**src/rtl/led_pattern_engine_macros.svh**
```systemverilog
// ---------------------------------------------------------------------------
// led_pattern_engine_macros
// Assertion macros shared by the LED pattern engine RTL.
// ---------------------------------------------------------------------------
`ifndef LED_PATTERN_ENGINE_MACROS_SVH
`define LED_PATTERN_ENGINE_MACROS_SVH

// same-cycle implication, sampled on clk, off during reset
`define LPE_ASSERT_IMP(lbl, ante, cons) \
	lbl: assert property (@(posedge clk) disable iff (!arst_n) (ante) |-> (cons)) \
		else $error("led_pattern_engine assertion failed");

// next-cycle implication, sampled on clk, off during reset
`define LPE_ASSERT_NXT(lbl, ante, cons) \
	lbl: assert property (@(posedge clk) disable iff (!arst_n) (ante) |=> (cons)) \
		else $error("led_pattern_engine assertion failed");

`endif

```
**src/rtl/lpe_pkg.sv**
```systemverilog
// ---------------------------------------------------------------------------
// lpe_pkg
// Field types and codes of the LED pattern engine.
// ---------------------------------------------------------------------------
package lpe_pkg;

	typedef logic [1:0]  opcode_t;
	typedef logic [2:0]  led_t;
	typedef logic [1:0]  mode_t;
	typedef logic [15:0] word_t;
	typedef logic [4:0]  seqlen_t;
	typedef logic [3:0]  stepidx_t;
	typedef logic [7:0]  pins_t;
	typedef logic [31:0] time_t;

	localparam opcode_t OP_TICK = 2'd0;
	localparam opcode_t OP_SET  = 2'd1;
	localparam opcode_t OP_LOAD = 2'd2;

	localparam mode_t MODE_OFF    = 2'd0;
	localparam mode_t MODE_ON     = 2'd1;
	localparam mode_t MODE_BLINK  = 2'd2;
	localparam mode_t MODE_CUSTOM = 2'd3;

	localparam pins_t PINS_ALL_OFF   = 8'hFF;
	localparam word_t REFRESH_RESET  = 16'd100;

endpackage

```
**src/rtl/led_pattern_engine.sv**
```systemverilog
// ---------------------------------------------------------------------------
// led_pattern_engine
// Per-LED off/on/blink/custom pattern engine driving an active-low pin byte.
// Set and load words, and ticks that do not refresh, are taken while idle and leave it idle.
// A refreshing tick walks the LEDs: off/on in the eval step, custom through a table read step,
// blink through the divider (one divider bit per cycle), then posts; the post waits while a byte is unread.
// Reset clears the step table, 1 entry/cycle, all NUM_LEDS*2**clog2(MAX_STEPS) entries.
// ---------------------------------------------------------------------------
`include "led_pattern_engine_macros.svh"

module led_pattern_engine #(
	parameter int NUM_LEDS  = 8,
	parameter int MAX_STEPS = 16
) (
	input  logic              clk,
	input  logic              arst_n,
	input  logic              cfg_valid,
	output logic              cfg_ready,
	input  lpe_pkg::word_t    cfg_data,
	input  logic              in_valid,
	output logic              in_ready,
	input  lpe_pkg::opcode_t  opcode,
	input  lpe_pkg::led_t     led,
	input  lpe_pkg::mode_t    mode,
	input  lpe_pkg::word_t    blink_period_ms,
	input  lpe_pkg::seqlen_t  sequence_length,
	input  lpe_pkg::stepidx_t step_index,
	input  logic              step_lit,
	input  lpe_pkg::word_t    step_duration_ms,
	output logic              out_valid,
	input  logic              out_ready,
	output lpe_pkg::pins_t    pin_byte
);
	import lpe_pkg::*;

	localparam int LED_W     = (NUM_LEDS > 1) ? $clog2(NUM_LEDS) : 1;
	localparam int POS_W     = $clog2(MAX_STEPS);
	localparam int STRIDE    = 2 ** POS_W;
	localparam int MEM_DEPTH = NUM_LEDS * STRIDE;
	localparam int MEM_AW    = LED_W + POS_W;
	localparam int LEN_W     = $clog2(MAX_STEPS + 1);
	localparam int IX_W      = ((POS_W > 4) ? POS_W : 4) + 1;
	localparam int LX_W      = (LEN_W > 5) ? LEN_W : 5;
	localparam pins_t LOW_MASK = pins_t'((1 << NUM_LEDS) - 1);

	localparam logic [2:0] ST_CLEAR = 3'd0;
	localparam logic [2:0] ST_IDLE  = 3'd1;
	localparam logic [2:0] ST_EVAL  = 3'd2;
	localparam logic [2:0] ST_DIV   = 3'd3;
	localparam logic [2:0] ST_CUST  = 3'd4;
	localparam logic [2:0] ST_DONE  = 3'd5;

	logic [2:0]       state_q;
	time_t            time_q;
	word_t            rcnt_q;
	word_t            period_q;
	pins_t            pin_image_q;
	logic             out_valid_q;
	pins_t            pin_byte_q;
	mode_t            mode_q  [NUM_LEDS];
	word_t            blink_q [NUM_LEDS];
	logic [LEN_W-1:0] len_q   [NUM_LEDS];
	logic [POS_W-1:0] pos_q   [NUM_LEDS];
	time_t            dl_q    [NUM_LEDS];
	logic [LED_W-1:0] led_cnt_q;
	logic [4:0]       bit_q;
	logic [14:0]      rem_q;
	logic [MEM_AW-1:0] clr_q;
	logic [POS_W-1:0] npos_q;
	logic             adv_q;

	// step table: {lit, duration}
	logic [16:0]      mem_q [MEM_DEPTH];
	logic [16:0]      rd_q;

	logic              accept;
	logic              led_ok;
	logic              idx_ok;
	logic [LED_W-1:0]  led_ix;
	logic [IX_W-1:0]   idx_ext;
	logic [LX_W-1:0]   seq_ext;
	logic [LX_W-1:0]   len_sat;
	logic [16:0]       cnt_next;
	word_t             eff_period;
	logic              hit;
	mode_t             cur_mode;
	logic [14:0]       half;
	logic [LEN_W-1:0]  cur_len;
	logic [POS_W-1:0]  cur_pos;
	logic [LEN_W:0]    pos_inc;
	logic [POS_W-1:0]  npos;
	logic [15:0]       r_sh;
	time_t             add_a;
	time_t             add_b;
	logic              add_c;
	logic [32:0]       sum_w;
	logic              carry;
	logic              fin;
	logic              fin_lit;
	logic              last_led;
	logic              mem_we;
	logic [MEM_AW-1:0] mem_waddr;
	logic [16:0]       mem_wdata;
	logic              mem_re;
	logic [MEM_AW-1:0] mem_raddr;

	assign cfg_ready = 1'b1;
	assign in_ready  = (state_q == ST_IDLE);
	assign accept    = in_valid && in_ready;
	assign out_valid = out_valid_q;
	assign pin_byte  = pin_byte_q;

	// input decode
	assign led_ok  = ({1'b0, led} < 4'(NUM_LEDS));
	assign led_ix  = led[LED_W-1:0];
	assign idx_ext = IX_W'(step_index);
	assign idx_ok  = (idx_ext < IX_W'(MAX_STEPS));
	assign seq_ext = LX_W'(sequence_length);
	assign len_sat = (seq_ext > LX_W'(MAX_STEPS)) ? LX_W'(MAX_STEPS) : seq_ext;

	assign cnt_next   = 17'(rcnt_q) + 17'd1;
	assign eff_period = (period_q == '0) ? 16'd1 : period_q;
	assign hit        = (cnt_next >= 17'(eff_period));

	// selected LED
	assign cur_mode = mode_q[led_cnt_q];
	assign half     = blink_q[led_cnt_q][15:1];
	assign cur_len  = len_q[led_cnt_q];
	assign cur_pos  = pos_q[led_cnt_q];
	assign last_led = (led_cnt_q == LED_W'(NUM_LEDS - 1));
	assign r_sh     = {rem_q, time_q[bit_q]};

	// shared adder: increment, compare (a + ~b + 1), divider step, deadline add
	always_comb begin
		add_a = '0;
		add_b = '0;
		add_c = 1'b0;
		unique case (state_q)
			ST_IDLE: begin
				add_a = time_q;
				add_c = 1'b1;
			end
			ST_EVAL: begin
				add_a = time_q;
				add_b = ~dl_q[led_cnt_q];
				add_c = 1'b1;
			end
			ST_DIV: begin
				add_a = 32'(r_sh);
				add_b = ~32'(half);
				add_c = 1'b1;
			end
			ST_CUST: begin
				add_a = time_q;
				add_b = 32'(rd_q[15:0]);
			end
			default: begin
			end
		endcase
	end

	assign sum_w = {1'b0, add_a} + {1'b0, add_b} + 33'(add_c);
	assign carry = sum_w[32];

	// custom step advance; position always stays below a nonzero length
	assign pos_inc = (LEN_W + 1)'(cur_pos) + (LEN_W + 1)'(1);
	assign npos    = carry ? ((pos_inc == (LEN_W + 1)'(cur_len)) ? '0 : pos_inc[POS_W-1:0])
			: cur_pos;

	always_comb begin
		fin     = 1'b0;
		fin_lit = 1'b0;
		unique case (state_q)
			ST_EVAL: begin
				unique case (cur_mode)
					MODE_OFF:    fin = 1'b1;
					MODE_ON: begin
						fin     = 1'b1;
						fin_lit = 1'b1;
					end
					MODE_BLINK:  fin = (half == '0);
					MODE_CUSTOM: fin = (cur_len == '0);
					default:     fin = 1'b1;
				endcase
			end
			ST_DIV: begin
				fin     = (bit_q == '0);
				fin_lit = !carry;
			end
			ST_CUST: begin
				fin     = 1'b1;
				fin_lit = rd_q[16];
			end
			default: begin
			end
		endcase
	end

	// table ports
	always_comb begin
		mem_we    = 1'b0;
		mem_waddr = clr_q;
		mem_wdata = '0;
		if (state_q == ST_CLEAR) begin
			mem_we = 1'b1;
		end else if (accept && opcode == OP_LOAD && led_ok && idx_ok) begin
			mem_we    = 1'b1;
			mem_waddr = {led_ix, idx_ext[POS_W-1:0]};
			mem_wdata = {step_lit, step_duration_ms};
		end
	end

	assign mem_re    = (state_q == ST_EVAL);
	assign mem_raddr = {led_cnt_q, npos};

	always_ff @(posedge clk) begin
		if (mem_we) begin
			mem_q[mem_waddr] <= mem_wdata;
		end
		if (mem_re) begin
			rd_q <= mem_q[mem_raddr];
		end
	end

	// sequencer
	always_ff @(posedge clk or negedge arst_n) begin
		if (!arst_n) begin
			state_q     <= ST_CLEAR;
			time_q      <= '0;
			rcnt_q      <= '0;
			period_q    <= REFRESH_RESET;
			pin_image_q <= PINS_ALL_OFF;
			out_valid_q <= 1'b0;
			pin_byte_q  <= PINS_ALL_OFF;
			led_cnt_q   <= '0;
			bit_q       <= '0;
			rem_q       <= '0;
			clr_q       <= '0;
			npos_q      <= '0;
			adv_q       <= 1'b0;
			for (int i = 0; i < NUM_LEDS; i++) begin
				mode_q[i]  <= MODE_OFF;
				blink_q[i] <= '0;
				len_q[i]   <= '0;
				pos_q[i]   <= '0;
				dl_q[i]    <= '0;
			end
		end else begin
			if (cfg_valid) begin
				period_q <= cfg_data;
			end
			// the done step posts the next word itself
			if (out_valid_q && out_ready && state_q != ST_DONE) begin
				out_valid_q <= 1'b0;
			end

			if (fin) begin
				pin_image_q[3'(led_cnt_q)] <= !fin_lit;
				if (last_led) begin
					state_q <= ST_DONE;
				end else begin
					led_cnt_q <= led_cnt_q + 1'b1;
					state_q   <= ST_EVAL;
				end
			end

			unique case (state_q)
				ST_CLEAR: begin
					clr_q <= clr_q + 1'b1;
					if (clr_q == MEM_AW'(MEM_DEPTH - 1)) begin
						state_q <= ST_IDLE;
					end
				end
				ST_IDLE: begin
					if (accept) begin
						unique case (opcode)
							OP_TICK: begin
								time_q <= sum_w[31:0];
								if (hit) begin
									rcnt_q    <= '0;
									led_cnt_q <= '0;
									state_q   <= ST_EVAL;
								end else begin
									rcnt_q <= cnt_next[15:0];
								end
							end
							OP_SET: begin
								if (led_ok) begin
									mode_q[led_ix]  <= mode;
									blink_q[led_ix] <= blink_period_ms;
									len_q[led_ix]   <= len_sat[LEN_W-1:0];
									pos_q[led_ix]   <= '0;
									dl_q[led_ix]    <= time_q;
								end
							end
							default: begin
							end
						endcase
					end
				end
				ST_EVAL: begin
					if (!fin) begin
						if (cur_mode == MODE_BLINK) begin
							rem_q   <= '0;
							bit_q   <= 5'd31;
							state_q <= ST_DIV;
						end else begin
							npos_q  <= npos;
							adv_q   <= carry;
							state_q <= ST_CUST;
						end
					end
				end
				ST_DIV: begin
					rem_q <= carry ? sum_w[14:0] : r_sh[14:0];
					bit_q <= bit_q - 1'b1;
				end
				ST_CUST: begin
					pos_q[led_cnt_q] <= npos_q;
					if (adv_q) begin
						dl_q[led_cnt_q] <= sum_w[31:0];
					end
				end
				ST_DONE: begin
					if (!out_valid_q || out_ready) begin
						out_valid_q <= 1'b1;
						pin_byte_q  <= pin_image_q;
						state_q     <= ST_IDLE;
					end
				end
				default: begin
					state_q <= ST_IDLE;
				end
			endcase
		end
	end

	// unused pins never light
	`LPE_ASSERT_IMP(a_unused_pins_off, 1'b1, (pin_image_q | LOW_MASK) == PINS_ALL_OFF)
	// a word is posted only from the done step
	`LPE_ASSERT_IMP(a_post_from_done, $rose(out_valid_q), $past(state_q) == ST_DONE)
	// divider leaves after its last quotient bit
	`LPE_ASSERT_NXT(a_div_ends, state_q == ST_DIV && bit_q == 5'd0, state_q != ST_DIV)

endmodule

```
**config.mk**
```make
export PLATFORM = sky130hd
export DESIGN_NAME = led_pattern_engine
export DESIGN_NICKNAME = d
export VERILOG_FILES = /design/src/rtl/lpe_pkg.sv /design/src/rtl/led_pattern_engine.sv
export VERILOG_INCLUDE_DIRS = /design/src /design/src/rtl
export SDC_FILE = /design/constraint.sdc
export NUM_CORES = 2
export LEC_CHECK = 0
export ABC_AREA = 1
export BUFFER_PORTS_ARGS = -buffer_cell sky130_fd_sc_hd__buf_2
export CORE_MARGIN = 2
export CORE_UTILIZATION = 30
export DETAILED_ROUTE_END_ITERATION = 6
export PLACE_DENSITY = 0.45
export SYNTH_ARGS = -nofsm -noshare
export SYNTH_HDL_FRONTEND = slang
export SYNTH_SLANG_ARGS = --single-unit
```
**constraint.sdc**
```tcl
create_clock -name clk -period 18.1 [get_ports clk]
set_clock_uncertainty 0.2 [all_clocks]
set_input_delay 1.81 -clock clk [delete_from_list [all_inputs] [get_ports clk]]
set_output_delay 1.81 -clock clk [all_outputs]
set_load 0.02 [all_outputs]
```
==> flow_metrics.env <==
export IMPL_route_vias_total=92360
export IMPL_track_usage_pct=20.15
export IMPL_antenna_found_initial=10
export IMPL_dieArea_um2=419800
export IMPL_ys_warnings_count=0
export IMPL_r2r_start="led_cnt_q[1]"
export IMPL_clkPwrFrac_pct=27.6
export IMPL_seq_area_um2=80470
export IMPL_grt_pass1_vias=87095
export IMPL_p_sw_mw=9.716
export IMPL_synthArstFlopShare_pct=21.00
export IMPL_synth_area_leaders="edfxtp_1, nand2_1, dfrtp_1"
export IMPL_die_w_um=647.9
export IMPL_routedWlPerCell_um=23.71
export IMPL_fmax_mhz=92.41
export IMPL_grt_setup_unrepaired="false"
export IMPL_syn_num_nets=12811
export IMPL_cp_slowest_cell="clkinv_2"
export IMPL_final_cells=18342
export IMPL_ys_ff_latch=2776
export IMPL_critical_path_required_ns=18.55
export IMPL_synth_top_area_share_pct=52.95
export IMPL_status="completed"
export IMPL_synth_top_flop_cell="edfxtp_1"
export IMPL_crit_top_cell="nand2_1"
export IMPL_ios=81
export IMPL_crit_path_max_fanout=72
export IMPL_coreArea_um2=413100
export IMPL_grt_max_degree=161
export IMPL_min_path_type="register to register"
export IMPL_cts_sinks=2776
export IMPL_gp_congestion=0.8405
export IMPL_yosys_area_top_type="edfxtp_1"
export IMPL_crit_path_max_incr_delay_ns=1.05
export IMPL_port_buffers=78
export IMPL_critical_path_startpoint_type="register"
export IMPL_die_y_um=647.9
export IMPL_nNetsFinal=12728
export IMPL_drt_iter0_markers=9062
export IMPL_fin_setup_tns_ns=0
export IMPL_holdBufCountCts=0
export IMPL_setup_violations=0
export IMPL_vdd_drop_max_mv=0.1476
export IMPL_finalWorstSetupSlack_ns=7.279
export IMPL_clockBufferDepth=4
export IMPL_grt_pass1_wl_mm=628.7
export IMPL_start_util_pct=30.11
export IMPL_cts_tree="done"
export IMPL_n_fill_cell=41781
export IMPL_grt_ovfl_total=0
export IMPL_post_cts_resized=0
export IMPL_drive_above_1_share_pct=8.210
export IMPL_max_slew_margin_rel_pct=17.60
export IMPL_synth_cell_types=55
export IMPL_synthCells=12687
export IMPL_drc=0
export IMPL_intPower_mw=13.50
export IMPL_row_count=236
export IMPL_report_final_slew_viol_count=0
export IMPL_path_clk_slew_ns=0.06
export IMPL_leakagePower_nw=56.28
export IMPL_dr_pass1_iters=6
export IMPL_end_kind="register"
export IMPL_hpwl_mm=248.0
export IMPL_drt_vias_per_instance=5.035
export IMPL_area_delta_synth_final_pct=13.79
export IMPL_min_from="clr_q[5]"
export IMPL_placed_cells=17747
export IMPL_critPathKind="register to register"
export IMPL_max_slew_worst_pin_slew_ns=1.235
export IMPL_htree_num_levels=5
export IMPL_cts_buffers=329
export IMPL_ant_nets=0
export IMPL_p_comb_share_pct=39.3
export IMPL_worstPathArrival_ns=11.27
export IMPL_sequentialPowerShare_pct=33.1
export IMPL_multiInputGateArea_um2=38000
export IMPL_clk_latency_ns=0.94
export IMPL_max_cap_violations=0
export IMPL_timing_final_crit_period_ns=10.82
export IMPL_cts_root_buf="clkbuf_16"
export IMPL_pwr_density_cell_nw_per_um2=164.1
export IMPL_cts_setup_buffers=0
export IMPL_switching_share_pct=41.84
export IMPL_finalCritPeriodShare_pct=59.79
export IMPL_synthesis_area_um2=124400
export IMPL_wl_mm=434.9
export IMPL_hold_viol=0
export IMPL_place_worst_setup_slack_ns=7.389
export IMPL_crit_start="led_cnt_q[1]"
export IMPL_hold_worst_slack_ns=0.2646
export IMPL_power_mw=23.22
export IMPL_synth_area_per_cell_um2=9.804
export IMPL_synth_edf_count=2193
export IMPL_ys_seq_area_share_pct=64.69
power by group through the flow:
stage	logic (mW)	clock network, mW	registers (mW)
2_1_floorplan	5.71	0	7.73
3_3_place_gp	9.15	0	7.80
3_5_place_dp	9.14	0	7.81
4_1_cts	9.16	6.56	7.68
5_1_grt	10.0	6.78	7.74
6_report	9.12	6.41	7.69
synthesized netlist by cell type, types with 3 or more instances:
master       n
nand3b_1    53
a22o_1      30
o221ai_1     6
nor2_1     524
a211oi_1     3
o21ai_0    338
or2_2       28
buf_6        5
buf_2      303
a22oi_1     55
dfrtp_1    564
o22ai_1    117
mux2_2       8
inv_2        9
nand3_2      3
nand2_1   4144
o31ai_1      3
a31oi_1     12
nand3_1   2189
inv_1      761
o21ai_1     17
nand4_1     55
o211ai_1    19
a21oi_1    496
o21a_1      10
xnor2_1      9
clkbuf_1   392
ha_1        52
nor4_1       4
nand2_2      3
clkinv_1    10
a221oi_1    61
buf_1      100
edfxtp_1  2193
buf_4       16
nor3_1      30
xor2_1      23
dfstp_2     19
critical path, delay by kind of cell (launching register included):
kind	cells	cell delay, ns
AND/OR/NAND/NOR	13	2.61
buffers and inverters	7	3.75
AO/OA/AOI/OAI	8	2.05
flip-flops	1	0.73
adder cells (fa/ha/maj)	2	0.94
stage by stage:
stage | instance area, um2 | utilization [%]
CTS | 141500 | 34.26
finish | 141500 | 34.26
global route | 141500 | 34.26
floorplan | 124400 | -
detailed placement | 131300 | 31.79
global placement | 131300 | 31.79
layout make-up:
| class | count | area share [%] |
|---|---|---|
| tap | 5474 | 4.839 |
| multi-input combinational | 8315 | 26.85 |
| inverter | 780 | 2.083 |
| timing repair buffer | 402 | 2.161 |
| clock buffer | 457 | 6.404 |
| antenna | 5 | 0.008841 |
| clock inverter | 133 | 0.8010 |
| sequential | 2776 | 56.86 |
state kept, by name, summed over array words and instances (netlist names), 15 cells and up:
signal	cells
blink_q	120
dl_q	256
len_q	40
mem_q	2176
mode_q	16
period_q	16
pos_q	32
rcnt_q	16
rd_q	17
rem_q	15
time_q	32
metal layers:
metal | global-route usage (%) | up-vias | part of all wire (%)
li1 | - | 43040 | -
met4 | 5.338 | 0 | 2.6
met1 | 29.49 | 45926 | 47
met5 | 0 | - | 0
met3 | 2.516 | 604 | 5.8
met2 | 31.37 | 2790 | 45
cells by family after synthesis:
family          after synthesis  synth area share (%)
xor+xnor                     32                0.2253
other cells                   1              0.003015
fa+ha+maj                    54                0.5553
simple gates               7040                 23.86
buf+inv                    1596                 5.200
compound gates             1180                 5.390
mux                           8               0.07243
flops                      2776                 64.69
cell usage in the layout, fill, tap and decap left out, drive strengths merged, types with 52 or more instances in the layout:
cell	Yosys	routed
a22oi	55	55
ha	52	52
nor2	525	525
edfxtp	2193	2193
clkinv	10	117
buf	424	402
clkbuf	392	457
dfrtp	564	564
nand3b	53	53
a221oi	61	61
a21oi	496	496
nand4	55	55
inv	770	779
o22ai	117	117
nand3	2192	2192
o21ai	356	356
nand2	4149	4149
final timing paths:
kind,endpoint,slack (ns),depth (start not counted)
max in group asynchronous,dl_q[54],13.28,5
hold reg to reg,clr_q[5],0.26,1
setup / recovery,rd_q[8],7.28,30
min in group asynchronous,blink_q[124],0.73,1
hold / removal,clr_q[5],0.26,1
setup reg to reg,rd_q[8],7.28,30
Power figures use the tool's default switching activity.
